`config.mk`:
```
export PLATFORM = sky130hd
export DESIGN_NAME = refcounted_id_allocator_flat
export DESIGN_NICKNAME = d
export VERILOG_FILES = /design/src/design/ida_pkg.sv /design/src/design/ida_req_if.sv /design/src/design/ida_rsp_if.sv /design/src/design/ida_cfg_if.sv /design/src/design/refcounted_id_allocator.sv /design/src/design/ida_ram.sv /design/src/design/ida_ctrl.sv /design/src/design/ida_dp.sv /design/src/flat_wrapper.sv
export SDC_FILE = /design/constraint.sdc
export NUM_CORES = 2
export LEC_CHECK = 0
export BUFFER_PORTS_ARGS = -buffer_cell sky130_fd_sc_hd__clkbuf_2
export CORE_MARGIN = 4
export CORE_UTILIZATION = 30
export DETAILED_ROUTE_END_ITERATION = 8
export PLACE_DENSITY = 0.48
export SLEW_MARGIN = 20
export SYNTH_ARGS = -nofsm -noshare
export SYNTH_HDL_FRONTEND = slang
export SYNTH_SLANG_ARGS = --single-unit
```
`constraint.sdc`:
```
create_clock -name clk_i -period 8.6 [get_ports clk_i]
set_input_delay 1.29 -clock clk_i [delete_from_list [all_inputs] [get_ports clk_i]]
set_output_delay 1.29 -clock clk_i [all_outputs]
set_load 0.1 [all_outputs]
```
`src/design/ida_pkg.sv`:
```
package ida_pkg;

  localparam int MAX_IDS    = 64;
  localparam int REF_WIDTH  = 8;
  localparam int TAG_WIDTH  = 32;

  localparam int IDX_W      = $clog2(MAX_IDS);
  localparam int CNT_W      = $clog2(MAX_IDS + 1);
  localparam int KIND_W     = 3;
  localparam int ID_W       = 16;
  localparam int STATUS_W   = 3;
  localparam int COUNT_W    = 7;
  localparam int CLEANUP_W  = 8;
  localparam int LIMIT_W    = 7;
  localparam int CFG_IDX_W  = 1;
  localparam int CFG_DATA_W = 16;

  localparam logic [ID_W-1:0]      FIRST_ID_RST   = ID_W'(100);
  localparam logic [LIMIT_W-1:0]   POOL_LIMIT_RST = LIMIT_W'(64);
  localparam logic [REF_WIDTH-1:0] REF_MAX        = '1;
  localparam logic [CLEANUP_W-1:0] CLEANUP_MAX    = '1;

  localparam logic [CFG_IDX_W-1:0] CFG_FIRST_ID   = CFG_IDX_W'(0);
  localparam logic [CFG_IDX_W-1:0] CFG_POOL_LIMIT = CFG_IDX_W'(1);

  typedef enum logic [KIND_W-1:0] {
    KIND_ALLOC       = 3'd0,
    KIND_RELEASE     = 3'd1,
    KIND_LOOKUP_ID   = 3'd2,
    KIND_LOOKUP_TAG  = 3'd3,
    KIND_SET_TAG     = 3'd4,
    KIND_BEGIN_CLEAN = 3'd5,
    KIND_END_CLEAN   = 3'd6
  } kind_e;

  typedef enum logic [STATUS_W-1:0] {
    ST_OK          = 3'd0,
    ST_NOT_ACTIVE  = 3'd1,
    ST_EXHAUSTED   = 3'd2,
    ST_WAIT        = 3'd3,
    ST_REF_FULL    = 3'd4,
    ST_CLEANUP_ERR = 3'd5
  } status_e;

  typedef enum logic [2:0] {
    S_IDLE,
    S_CHECK,
    S_POP,
    S_FETCH,
    S_SCAN,
    S_EXEC
  } state_e;

  // controller -> datapath
  typedef struct packed {
    logic load_item;
    logic rd_slot;
    logic rd_stack;
    logic capture_pop;
    logic capture_entry;
    logic scan_start;
    logic scan_step;
    logic exec;
  } ida_cmd_t;

  // datapath -> controller
  typedef struct packed {
    kind_e kind;
    logic  cleanup_nz;
    logic  stack_nonempty;
    logic  slot_ok;
    logic  scan_hit;
    logic  scan_miss;
    logic  out_free;
  } ida_stat_t;

endpackage

```
`src/design/ida_req_if.sv`:
```
interface ida_req_if;
  logic                        valid;
  logic                        ready;
  logic [ida_pkg::KIND_W-1:0]    kind;
  logic [ida_pkg::ID_W-1:0]      id;
  logic [ida_pkg::TAG_WIDTH-1:0] thread_tag;

  modport source (output valid, kind, id, thread_tag, input ready);
  modport sink   (input valid, kind, id, thread_tag, output ready);
endinterface

```
`src/design/ida_rsp_if.sv`:
```
interface ida_rsp_if;
  logic                          valid;
  logic                          ready;
  logic [ida_pkg::STATUS_W-1:0]  status;
  logic [ida_pkg::ID_W-1:0]      result_id;
  logic [ida_pkg::TAG_WIDTH-1:0] result_tag;
  logic [ida_pkg::REF_WIDTH-1:0] entry_refs;
  logic                          freed;
  logic [ida_pkg::COUNT_W-1:0]   active_count;
  logic [ida_pkg::COUNT_W-1:0]   free_count;
  logic [ida_pkg::COUNT_W-1:0]   created_count;
  logic [ida_pkg::CLEANUP_W-1:0] cleanups_pending;

  modport source (output valid, status, result_id, result_tag, entry_refs, freed,
                  active_count, free_count, created_count, cleanups_pending,
                  input ready);
  modport sink   (input valid, status, result_id, result_tag, entry_refs, freed,
                  active_count, free_count, created_count, cleanups_pending,
                  output ready);
endinterface

```
`src/design/ida_cfg_if.sv`:
```
interface ida_cfg_if;
  logic                           valid;
  logic                           ready;
  logic [ida_pkg::CFG_IDX_W-1:0]  index;
  logic [ida_pkg::CFG_DATA_W-1:0] data;

  modport source (output valid, index, data, input ready);
  modport sink   (input valid, index, data, output ready);
endinterface

```
`src/design/refcounted_id_allocator.sv`:
```
// Channel   Dir  Handshake     Payload
// req_i     in   valid/ready   kind, id, thread_tag
// rsp_o     out  valid/ready   status, result_id, result_tag, entry_refs, freed, counts
// cfg_i     in   valid/ready   index (0 first_id, 1 pool_limit), data
//
// One transaction at a time. After accept, the check step goes straight to commit when no
// entry is read, through a pop or fetch step when an entry or the top of the free stack is
// read, and through a scan for a lookup by tag, which walks the tag memory one entry per cycle.
// Reset clears counters and in-use bits and sets config to its defaults; the memories hold no reset.
// A stalled result holds the block in its commit step until it is taken.
module refcounted_id_allocator (
  input logic       clk_i,
  input logic       rst_ni,
  ida_req_if.sink   req_i,
  ida_rsp_if.source rsp_o,
  ida_cfg_if.sink   cfg_i
);
  import ida_pkg::*;

  ida_cmd_t  cmd;
  ida_stat_t stat;
  logic      req_ready;

  ida_ctrl u_ctrl (
    .clk_i       (clk_i),
    .rst_ni      (rst_ni),
    .req_valid_i (req_i.valid),
    .req_ready_o (req_ready),
    .stat_i      (stat),
    .cmd_o       (cmd)
  );

  ida_dp u_dp (
    .clk_i  (clk_i),
    .rst_ni (rst_ni),
    .kind_i (req_i.kind),
    .id_i   (req_i.id),
    .tag_i  (req_i.thread_tag),
    .cfg_i  (cfg_i),
    .rsp_o  (rsp_o),
    .cmd_i  (cmd),
    .stat_o (stat)
  );

  assign req_i.ready = req_ready;

endmodule

```
`src/design/ida_ram.sv`:
```
module ida_ram #(
  parameter int WIDTH = 8,
  parameter int DEPTH = 64
) (
  input  logic                     clk_i,
  input  logic                     we_i,
  input  logic [$clog2(DEPTH)-1:0] waddr_i,
  input  logic [WIDTH-1:0]         wdata_i,
  input  logic                     re_i,
  input  logic [$clog2(DEPTH)-1:0] raddr_i,
  output logic [WIDTH-1:0]         rdata_o
);

  logic [WIDTH-1:0] mem_q [DEPTH];
  logic [WIDTH-1:0] rdata_q;

  always_ff @(posedge clk_i) begin
    if (we_i) begin
      mem_q[waddr_i] <= wdata_i;
    end
    if (re_i) begin
      rdata_q <= mem_q[raddr_i];
    end
  end

  assign rdata_o = rdata_q;

endmodule

```
`src/design/ida_ctrl.sv`:
```
module ida_ctrl (
  input  logic               clk_i,
  input  logic               rst_ni,
  input  logic               req_valid_i,
  output logic               req_ready_o,
  input  ida_pkg::ida_stat_t stat_i,
  output ida_pkg::ida_cmd_t  cmd_o
);
  import ida_pkg::*;

  state_e state_q, state_d;

  always_ff @(posedge clk_i or negedge rst_ni) begin
    if (!rst_ni) begin
      state_q <= S_IDLE;
    end else begin
      state_q <= state_d;
    end
  end

  always_comb begin
    state_d = state_q;
    unique case (state_q) inside
      S_IDLE: begin
        if (req_valid_i) state_d = S_CHECK;
      end
      S_CHECK: begin
        unique case (stat_i.kind) inside
          KIND_ALLOC: begin
            state_d = (!stat_i.cleanup_nz && stat_i.stack_nonempty) ? S_POP : S_EXEC;
          end
          KIND_RELEASE, KIND_LOOKUP_ID, KIND_SET_TAG: begin
            state_d = stat_i.slot_ok ? S_FETCH : S_EXEC;
          end
          KIND_LOOKUP_TAG: state_d = S_SCAN;
          default:         state_d = S_EXEC;
        endcase
      end
      S_POP, S_FETCH: state_d = S_EXEC;
      S_SCAN: begin
        if (stat_i.scan_hit || stat_i.scan_miss) state_d = S_EXEC;
      end
      S_EXEC: begin
        if (stat_i.out_free) state_d = S_IDLE;
      end
      default: state_d = S_IDLE;
    endcase
  end

  always_comb begin
    cmd_o       = '0;
    req_ready_o = 1'b0;
    unique case (state_q)
      S_IDLE: begin
        req_ready_o     = 1'b1;
        cmd_o.load_item = req_valid_i;
      end
      S_CHECK: begin
        unique case (stat_i.kind) inside
          KIND_ALLOC: begin
            cmd_o.rd_stack = !stat_i.cleanup_nz && stat_i.stack_nonempty;
          end
          KIND_RELEASE, KIND_LOOKUP_ID, KIND_SET_TAG: begin
            cmd_o.rd_slot = stat_i.slot_ok;
          end
          KIND_LOOKUP_TAG: cmd_o.scan_start = 1'b1;
          default: ;
        endcase
      end
      S_POP:   cmd_o.capture_pop   = 1'b1;
      S_FETCH: cmd_o.capture_entry = 1'b1;
      S_SCAN: begin
        cmd_o.scan_step     = 1'b1;
        cmd_o.capture_entry = stat_i.scan_hit;
      end
      S_EXEC:  cmd_o.exec = stat_i.out_free;
      default: ;
    endcase
  end

endmodule

```
`src/design/ida_dp.sv`:
```
module ida_dp (
  input  logic                          clk_i,
  input  logic                          rst_ni,
  input  logic [ida_pkg::KIND_W-1:0]    kind_i,
  input  logic [ida_pkg::ID_W-1:0]      id_i,
  input  logic [ida_pkg::TAG_WIDTH-1:0] tag_i,
  ida_cfg_if.sink                       cfg_i,
  ida_rsp_if.source                     rsp_o,
  input  ida_pkg::ida_cmd_t             cmd_i,
  output ida_pkg::ida_stat_t            stat_o
);
  import ida_pkg::*;

  // configuration
  logic [ID_W-1:0]    first_id_q;
  logic [LIMIT_W-1:0] pool_limit_q;

  // current item
  kind_e               kind_q;
  logic [ID_W-1:0]      id_q;
  logic [TAG_WIDTH-1:0] tag_q;
  logic [IDX_W-1:0]     slot_q;
  logic                 found_q;
  logic [REF_WIDTH-1:0] cur_rc_q;
  logic [TAG_WIDTH-1:0] cur_tag_q;

  // tag search
  logic [CNT_W-1:0] scan_idx_q;
  logic             cmp_valid_q;
  logic [IDX_W-1:0] cmp_idx_q;
  logic             scan_issue;
  logic             scan_hit;

  // pool state
  logic [CNT_W-1:0]     free_top_q, free_top_d;
  logic [CNT_W-1:0]     created_q, created_d;
  logic [CNT_W-1:0]     active_q, active_d;
  logic [CLEANUP_W-1:0] cleanup_q, cleanup_d;
  logic [MAX_IDS-1:0]   in_use_q, in_use_d;

  // result register
  logic                 out_valid_q;
  status_e              out_status_q;
  logic [ID_W-1:0]      out_id_q;
  logic [TAG_WIDTH-1:0] out_tag_q;
  logic [REF_WIDTH-1:0] out_rc_q;
  logic                 out_freed_q;
  logic [CNT_W-1:0]     out_active_q, out_free_q, out_created_q;
  logic [CLEANUP_W-1:0] out_cleanup_q;

  // id decode
  logic [ID_W-1:0]   id_diff;
  logic              slot_ok;
  logic [ID_W:0]     create_sum;
  logic              can_create;

  // step results
  status_e              res_status;
  logic                 res_hit;
  logic [IDX_W-1:0]     res_slot;
  logic [TAG_WIDTH-1:0] res_tag;
  logic [REF_WIDTH-1:0] res_rc;
  logic                 res_freed;
  logic [ID_W-1:0]      res_id;

  // memory ports
  logic                 rc_we, tag_we, stk_we;
  logic [REF_WIDTH-1:0] rc_wdata, rc_rdata;
  logic [TAG_WIDTH-1:0] tag_wdata, tag_rdata;
  logic [IDX_W-1:0]     stk_rdata;
  logic                 ent_re;
  logic [IDX_W-1:0]     ent_raddr;
  logic [IDX_W-1:0]     stk_raddr;

  assign id_diff    = id_q - first_id_q;
  assign slot_ok    = (id_q >= first_id_q) && (int'(id_diff) < int'(created_q))
                      && in_use_q[id_diff[IDX_W-1:0]];
  assign create_sum = (ID_W+1)'(first_id_q) + (ID_W+1)'(created_q);
  assign can_create = (int'(created_q) < int'(pool_limit_q))
                      && (int'(created_q) < MAX_IDS) && !create_sum[ID_W];

  assign scan_issue = scan_idx_q < created_q;
  assign scan_hit   = cmp_valid_q && in_use_q[cmp_idx_q] && (tag_rdata == tag_q);

  assign stat_o.kind           = kind_q;
  assign stat_o.cleanup_nz     = cleanup_q != '0;
  assign stat_o.stack_nonempty = free_top_q != '0;
  assign stat_o.slot_ok        = slot_ok;
  assign stat_o.scan_hit       = scan_hit;
  assign stat_o.scan_miss      = !cmp_valid_q && !scan_issue;
  assign stat_o.out_free       = !out_valid_q || rsp_o.ready;

  assign ent_re    = cmd_i.rd_slot || (cmd_i.scan_step && scan_issue);
  assign ent_raddr = cmd_i.rd_slot ? id_diff[IDX_W-1:0] : scan_idx_q[IDX_W-1:0];
  assign stk_raddr = IDX_W'(free_top_q - CNT_W'(1));

  ida_ram #(.WIDTH(REF_WIDTH), .DEPTH(MAX_IDS)) u_rc_ram (
    .clk_i   (clk_i),
    .we_i    (rc_we),
    .waddr_i (res_slot),
    .wdata_i (rc_wdata),
    .re_i    (ent_re),
    .raddr_i (ent_raddr),
    .rdata_o (rc_rdata)
  );

  ida_ram #(.WIDTH(TAG_WIDTH), .DEPTH(MAX_IDS)) u_tag_ram (
    .clk_i   (clk_i),
    .we_i    (tag_we),
    .waddr_i (res_slot),
    .wdata_i (tag_wdata),
    .re_i    (ent_re),
    .raddr_i (ent_raddr),
    .rdata_o (tag_rdata)
  );

  ida_ram #(.WIDTH(IDX_W), .DEPTH(MAX_IDS)) u_stack_ram (
    .clk_i   (clk_i),
    .we_i    (stk_we),
    .waddr_i (free_top_q[IDX_W-1:0]),
    .wdata_i (res_slot),
    .re_i    (cmd_i.rd_stack),
    .raddr_i (stk_raddr),
    .rdata_o (stk_rdata)
  );

  // Commit of one transaction; only active while cmd_i.exec is high.
  always_comb begin
    res_status = ST_OK;
    res_hit    = 1'b0;
    res_slot   = slot_q;
    res_tag    = cur_tag_q;
    res_rc     = cur_rc_q;
    res_freed  = 1'b0;
    free_top_d = free_top_q;
    created_d  = created_q;
    active_d   = active_q;
    cleanup_d  = cleanup_q;
    in_use_d   = in_use_q;
    rc_we      = 1'b0;
    rc_wdata   = cur_rc_q;
    tag_we     = 1'b0;
    tag_wdata  = '0;
    stk_we     = 1'b0;
    if (cmd_i.exec) begin
      case (kind_q) inside
        KIND_ALLOC: begin
          if (cleanup_q != '0) begin
            res_status = ST_WAIT;
          end else if (found_q) begin
            free_top_d = free_top_q - CNT_W'(1);
            res_hit    = 1'b1;
          end else if (can_create) begin
            res_slot  = created_q[IDX_W-1:0];
            created_d = created_q + CNT_W'(1);
            res_hit   = 1'b1;
          end else begin
            res_status = ST_EXHAUSTED;
          end
          if (res_hit) begin
            in_use_d[res_slot] = 1'b1;
            rc_we    = 1'b1;
            rc_wdata = REF_WIDTH'(1);
            tag_we   = 1'b1;
            res_tag  = '0;
            res_rc   = REF_WIDTH'(1);
            active_d = active_q + CNT_W'(1);
          end
        end
        KIND_RELEASE: begin
          if (!found_q) begin
            res_status = ST_NOT_ACTIVE;
          end else if (cur_rc_q > REF_WIDTH'(1)) begin
            res_hit  = 1'b1;
            rc_we    = 1'b1;
            rc_wdata = cur_rc_q - REF_WIDTH'(1);
            res_rc   = rc_wdata;
          end else begin
            res_hit   = 1'b1;
            res_freed = 1'b1;
            rc_we     = 1'b1;
            rc_wdata  = '0;
            tag_we    = 1'b1;
            res_rc    = '0;
            res_tag   = '0;
            in_use_d[res_slot] = 1'b0;
            if (int'(free_top_q) < MAX_IDS) begin
              stk_we     = 1'b1;
              free_top_d = free_top_q + CNT_W'(1);
            end
            if (active_q != '0) active_d = active_q - CNT_W'(1);
          end
        end
        KIND_LOOKUP_ID, KIND_LOOKUP_TAG: begin
          if (!found_q) begin
            res_status = ST_NOT_ACTIVE;
          end else if (cur_rc_q == REF_MAX) begin
            res_hit    = 1'b1;
            res_status = ST_REF_FULL;
          end else begin
            res_hit  = 1'b1;
            rc_we    = 1'b1;
            rc_wdata = cur_rc_q + REF_WIDTH'(1);
            res_rc   = rc_wdata;
          end
        end
        KIND_SET_TAG: begin
          if (!found_q) begin
            res_status = ST_NOT_ACTIVE;
          end else begin
            res_hit   = 1'b1;
            tag_we    = 1'b1;
            tag_wdata = tag_q;
            res_tag   = tag_q;
          end
        end
        KIND_BEGIN_CLEAN: begin
          if (cleanup_q == CLEANUP_MAX) res_status = ST_CLEANUP_ERR;
          else cleanup_d = cleanup_q + CLEANUP_W'(1);
        end
        KIND_END_CLEAN: begin
          if (cleanup_q == '0) res_status = ST_CLEANUP_ERR;
          else cleanup_d = cleanup_q - CLEANUP_W'(1);
        end
        default: ;
      endcase
    end
  end

  assign res_id = first_id_q + ID_W'(res_slot);

  // control state
  always_ff @(posedge clk_i or negedge rst_ni) begin
    if (!rst_ni) begin
      first_id_q   <= FIRST_ID_RST;
      pool_limit_q <= POOL_LIMIT_RST;
      free_top_q   <= '0;
      created_q    <= '0;
      active_q     <= '0;
      cleanup_q    <= '0;
      in_use_q     <= '0;
      found_q      <= 1'b0;
      cmp_valid_q  <= 1'b0;
      out_valid_q  <= 1'b0;
    end else begin
      if (cfg_i.valid) begin
        unique case (cfg_i.index)
          CFG_FIRST_ID:   first_id_q   <= cfg_i.data[ID_W-1:0];
          CFG_POOL_LIMIT: pool_limit_q <= cfg_i.data[LIMIT_W-1:0];
          default: ;
        endcase
      end
      free_top_q <= free_top_d;
      created_q  <= created_d;
      active_q   <= active_d;
      cleanup_q  <= cleanup_d;
      in_use_q   <= in_use_d;
      if (cmd_i.load_item) begin
        found_q <= 1'b0;
      end else if (cmd_i.capture_pop || cmd_i.capture_entry) begin
        found_q <= 1'b1;
      end
      if (cmd_i.scan_start) begin
        cmp_valid_q <= 1'b0;
      end else if (cmd_i.scan_step) begin
        cmp_valid_q <= scan_issue;
      end
      if (cmd_i.exec) begin
        out_valid_q <= 1'b1;
      end else if (rsp_o.ready) begin
        out_valid_q <= 1'b0;
      end
    end
  end

  // payload
  always_ff @(posedge clk_i) begin
    if (cmd_i.load_item) begin
      kind_q <= kind_e'(kind_i);
      id_q   <= id_i;
      tag_q  <= tag_i;
    end
    if (cmd_i.rd_slot) slot_q <= id_diff[IDX_W-1:0];
    if (cmd_i.capture_pop) slot_q <= stk_rdata;
    if (cmd_i.scan_step && scan_hit) slot_q <= cmp_idx_q;
    if (cmd_i.capture_entry) begin
      cur_rc_q  <= rc_rdata;
      cur_tag_q <= tag_rdata;
    end
    if (cmd_i.scan_start) begin
      scan_idx_q <= '0;
    end else if (cmd_i.scan_step && scan_issue) begin
      scan_idx_q <= scan_idx_q + CNT_W'(1);
      cmp_idx_q  <= scan_idx_q[IDX_W-1:0];
    end
    if (cmd_i.exec) begin
      out_status_q  <= res_status;
      out_id_q      <= res_hit ? res_id : '0;
      out_tag_q     <= res_hit ? res_tag : '0;
      out_rc_q      <= res_hit ? res_rc : '0;
      out_freed_q   <= res_freed;
      out_active_q  <= active_d;
      out_free_q    <= free_top_d;
      out_created_q <= created_d;
      out_cleanup_q <= cleanup_d;
    end
  end

  assign cfg_i.ready = 1'b1;

  assign rsp_o.valid            = out_valid_q;
  assign rsp_o.status           = out_status_q;
  assign rsp_o.result_id        = out_id_q;
  assign rsp_o.result_tag       = out_tag_q;
  assign rsp_o.entry_refs       = out_rc_q;
  assign rsp_o.freed            = out_freed_q;
  assign rsp_o.active_count     = COUNT_W'(out_active_q);
  assign rsp_o.free_count       = COUNT_W'(out_free_q);
  assign rsp_o.created_count    = COUNT_W'(out_created_q);
  assign rsp_o.cleanups_pending = out_cleanup_q;

endmodule
```
`src/flat_wrapper.sv`:
```
// flat-port wrapper written by rule: the top's interface ports become plain ports
module refcounted_id_allocator_flat import ida_pkg::*;
  (clk_i, rst_ni, req_i_valid, req_i_kind, req_i_id, req_i_thread_tag, req_i_ready, rsp_o_valid, rsp_o_status, rsp_o_result_id, rsp_o_result_tag, rsp_o_entry_refs, rsp_o_freed, rsp_o_active_count, rsp_o_free_count, rsp_o_created_count, rsp_o_cleanups_pending, rsp_o_ready, cfg_i_valid, cfg_i_index, cfg_i_data, cfg_i_ready);
  ida_req_if req_i_i ();
  ida_rsp_if rsp_o_i ();
  ida_cfg_if cfg_i_i ();
  input logic clk_i;
  input logic rst_ni;
  input wire logic [$bits(req_i_i.valid)-1:0] req_i_valid;
  input wire logic [$bits(req_i_i.kind)-1:0] req_i_kind;
  input wire logic [$bits(req_i_i.id)-1:0] req_i_id;
  input wire logic [$bits(req_i_i.thread_tag)-1:0] req_i_thread_tag;
  output wire logic [$bits(req_i_i.ready)-1:0] req_i_ready;
  output wire logic [$bits(rsp_o_i.valid)-1:0] rsp_o_valid;
  output wire logic [$bits(rsp_o_i.status)-1:0] rsp_o_status;
  output wire logic [$bits(rsp_o_i.result_id)-1:0] rsp_o_result_id;
  output wire logic [$bits(rsp_o_i.result_tag)-1:0] rsp_o_result_tag;
  output wire logic [$bits(rsp_o_i.entry_refs)-1:0] rsp_o_entry_refs;
  output wire logic [$bits(rsp_o_i.freed)-1:0] rsp_o_freed;
  output wire logic [$bits(rsp_o_i.active_count)-1:0] rsp_o_active_count;
  output wire logic [$bits(rsp_o_i.free_count)-1:0] rsp_o_free_count;
  output wire logic [$bits(rsp_o_i.created_count)-1:0] rsp_o_created_count;
  output wire logic [$bits(rsp_o_i.cleanups_pending)-1:0] rsp_o_cleanups_pending;
  input wire logic [$bits(rsp_o_i.ready)-1:0] rsp_o_ready;
  input wire logic [$bits(cfg_i_i.valid)-1:0] cfg_i_valid;
  input wire logic [$bits(cfg_i_i.index)-1:0] cfg_i_index;
  input wire logic [$bits(cfg_i_i.data)-1:0] cfg_i_data;
  output wire logic [$bits(cfg_i_i.ready)-1:0] cfg_i_ready;
  assign req_i_i.valid = req_i_valid;
  assign req_i_i.kind = req_i_kind;
  assign req_i_i.id = req_i_id;
  assign req_i_i.thread_tag = req_i_thread_tag;
  assign req_i_ready = req_i_i.ready;
  assign rsp_o_valid = rsp_o_i.valid;
  assign rsp_o_status = rsp_o_i.status;
  assign rsp_o_result_id = rsp_o_i.result_id;
  assign rsp_o_result_tag = rsp_o_i.result_tag;
  assign rsp_o_entry_refs = rsp_o_i.entry_refs;
  assign rsp_o_freed = rsp_o_i.freed;
  assign rsp_o_active_count = rsp_o_i.active_count;
  assign rsp_o_free_count = rsp_o_i.free_count;
  assign rsp_o_created_count = rsp_o_i.created_count;
  assign rsp_o_cleanups_pending = rsp_o_i.cleanups_pending;
  assign rsp_o_i.ready = rsp_o_ready;
  assign cfg_i_i.valid = cfg_i_valid;
  assign cfg_i_i.index = cfg_i_index;
  assign cfg_i_i.data = cfg_i_data;
  assign cfg_i_ready = cfg_i_i.ready;
  refcounted_id_allocator u_core (.clk_i(clk_i), .rst_ni(rst_ni), .req_i(req_i_i), .rsp_o(rsp_o_i), .cfg_i(cfg_i_i));
endmodule
```
==> key figures <==
STA
  • Relative slew slack: 10.90%
  • Fin. Hold Viols: 0
  • Final setup TNS: 0 ns
  • Setup Skew: 0.09442 ns
  • Max Fclk: 123.4 MHz
  • Final setup violation count: 0
  • Worst slew pin tran: 1.322 ns
  • Max Slew Vio Count: 0
  • Tcrit/Tclk final: 94.23%
  • Fin crit period: 8.104 ns
  • RSZ-0062 raised after global routing: no

Worst setup path
  • CP Data Arrival Time: 8.79 ns
  • Worst-path cell chain: inv_1 > ha_1 > nor2b_1 > o21ai_0 > nand2b_1 > xnor2_1 > inv_2 > ha_1 > a21o_1 > a21oi_1 > o21ai_0 > a21oi_1 > nand2_1 > nor3_1 > and4_1 > nand3_4 > and2_4 > nand2_4 > buf_12 > a21oi_1 > a2111oi_0 > buf_4 > o21ai_0 > o311a_1
  • R2r setup slk: 0.50 ns
  • FF-to-FF End: u_core.u_dp.u_tag_ram.rdata_o[16]
  • Crit-path max FO: 24
  • Crit path launch: u_core.u_dp.first_id_q[2]
  • Worst EP required: 9.28 ns
  • Worst Setup End Kind: register
  • CP peak stage delay: 0.89 ns
  • Startpoint Class: register
  • FF-to-FF path depth: 24
  • Crit-path slowest cell: a2111oi_0
  • WS Path Type: register to register
  • Reg-to-Reg Start: u_core.u_dp.first_id_q[2]

Layout
  • Share of cells above drive strength 1: 14.90%
  • Leading cell type in the layout, fill and taps excluded: edfxtp_1
  • Area growth syn-to-layout: 15.56%
  • Most frequent cells in the layout: 3182 x edfxtp_1, 1662 x nand2_1, 492 x a21oi_1
  • Layout Nets: 9751

Hold path
  • HP Class: input pin to asynchronous set/reset pin

Clock network
  • Largest buffer count on any clock path: 4
  • Clock-pin transition on the worst setup and hold timing paths: 0.07 ns
  • CTS tree: yes
  • CTS Sinks: 3311
  • Num CTS Buffers: 346
  • Worst-skew pair later-pin latency: 0.95 ns
  • Post-CTS Setup Bufs: 0
  • Cts hold-fix bufs: 0
  • Clock root buffer: clkbuf_16
  • H-tree Lvls: 5
  • Post-CTS resize count: 0

Placed design
  • GPL Wtd Cong: 0.8729
  • Dpl hpwl: 284300 µm
  • # port buffers: 163

Floorplan
  • FP Rows: 246
  • Die H: 678.7 µm
  • Ports: 165
  • Initial Utilization: 30.10%
  • Die Wd: 678.7 µm
  • Die Area: 460700 µm²
  • Core area: 448500 µm²

Synth
  • Net Count, Synth: 9419
  • Ys Warns: 0
  • Yosys cell types: 95
  • Post-synth EDFFs: 3182
  • Flops & latches, synth: 3311
  • Yosys top cell by area: edfxtp_1
  • Synth area leaders: edfxtp_1 71%, nand2_1 4.6%, mux2i_1 3.2%, mux4_2 2.6%, dfrtp_1 2.2%
  • Top_reg_cell synth: edfxtp_1
  • Mean area per synthesized cell: 14.54 µm²
  • Area share of the largest cell type after synthesis: 70.80%
  • Syn Inst Count: 9285
  • Post-synth ARST share: 3.685%
  • Sequential fraction of the synthesis area: 73.16%
  • Post-Syn Area: 135000 µm²

Global route
  • Largest net degree at the start of global routing: 99
  • Remaining Overflow, GRT: 0
  • Initial antenna violation count: 29
  • Via count of the first global-routing pass: 82130
  • Total GRT Usage: 19.05%
  • First-pass GRT wire length: 638300 µm

Route
  • Final WL: 455200 µm
  • DR pass1 iterations: 7
  • Initial DRC Count: 10600
  • Total number of vias: 85120
  • Via density per instance: 5.371
  • Remaining DRCs: 0
  • Antenna Violating Nets Remaining: 0
  • Wire per inst: 28.72 µm

Pwr
  • Pwr/cell area: 296.4 nW/µm²
  • Peak supply drop: 247.0 µV
  • Leak pwr: 0.05402 µW
  • Total power draw: 46240 µW

Run status
  • Run status: finished clean

Job
  • Max-cap violations: 0
[Yosys cell counts, types with 30 or more instances]
cell	n
a2111oi_0	64
clkbuf_1	247
a31oi_1	120
edfxtp_1	3182
nand2_1	1665
buf_1	48
nor2_1	377
nand3_1	357
mux2i_1	430
a22oi_1	47
o221ai_1	110
mux4_2	155
inv_1	54
a311oi_1	55
dfrtp_1	118
buf_2	196
or3_1	55
buf_4	76
nor4_1	73
o21ai_0	283
ha_1	59
o22ai_1	49
and3_1	167
nor3_1	138
nand2b_1	39
a21oi_1	492
mux2_2	67
a211oi_1	144
nand4_1	30
xnor2_1	57
[routing by layer]
layer  GRT usage (%)  share of wire, %  vias to the layer above
li1                -                 -                    36220
met1           27.24                44                    44360
met2           30.07                46                     3900
met3           3.477               8.5                      636
met4           4.382               2.4                        8
met5               0             0.010                        -
[worst max-delay path: cells and delay by family (launching register included)]
kind                       cells  cell delay, ns
and+or+nand+nor                8            2.67
AOI/OAI and AO/OA              9            2.57
buffers and inverters          4            0.80
adders and majority gates      2            0.68
DFF                            1            0.55
xor gates and xnor gates       1            0.47
[worst max-delay path by stage]
stage / end / slack, ns / depth (start not counted)
final: u_core.u_dp.u_tag_ram.rdata_o[16] / 0.50 / 24
after global routing: u_core.u_dp.u_tag_ram.rdata_o[16] / 0.36 / 24
after CTS: u_core.u_dp.u_tag_ram.rdata_o[16] / 0.79 / 24
after detailed placement: u_core.u_dp.u_tag_ram.rdata_o[16] / 0.86 / 24
after global placement: u_core.u_dp.u_tag_ram.rdata_o[3] / 0.35 / 23
after floorplan: u_core.u_dp.u_rc_ram.rdata_o[0] / 2.11 / 16
[kinds of logic after synthesis]
family | synth area share, %
xor gates and xnor gates | 0.5247
AOI/OAI and AO/OA | 7.442
muxes | 6.377
other | 0.002778
DFF | 73.16
adders and majority gates | 0.5766
buffers and inverters | 2.230
and+or+nand+nor | 9.682
[area by class of cell]
type / count / area [µm²]
sequential: 3311 / 98750
timing repair buffer: 561 / 4353
tap: 5952 / 7447
inverter: 63 / 244.0
antenna: 8 / 20.02
fill: 42850 / 292500
multi-input combinational: 5334 / 34140
clock inverter: 189 / 1844
clock buffer: 431 / 9178
[power breakdown]
group	leakage [µW]	internal (µW)	switching, µW	total [µW]
Combinational	0.0144	3300	9200	12500
Clock	0.00536	8460	6400	14900
Sequential	0.0343	18200	651	18900
[metrics by stage]
step	setup slack (ns)	hold WS, ns	util (%)	area [µm²]	cells
finish	0.4959	0.3486	34.78	156000	15850
global route	0.3584	0.3583	34.78	156000	15840
CTS	0.7922	0.2984	34.77	155900	15840
detailed placement	0.8584	0.4495	32.31	144900	15220
global placement	0.3533	0.4319	32.26	144700	15210
floorplan	2.112	0.4003	-	135000	9285
[sequential cells by signal, summed over array words and instances, names as in the netlist, 32 cells and up]
name                           flops
u_core.u_dp.u_rc_ram.mem_q       512
u_core.u_dp.cur_tag_q             32
u_core.u_dp.u_tag_ram.rdata_o     32
u_core.u_dp.u_tag_ram.mem_q     2048
u_core.u_dp.u_stack_ram.mem_q    384
u_core.u_dp.in_use_q              64
u_core.u_dp.rsp_o.result_tag      32
u_core.u_dp.tag_q                 32
(Power assumes the default switching activity.)
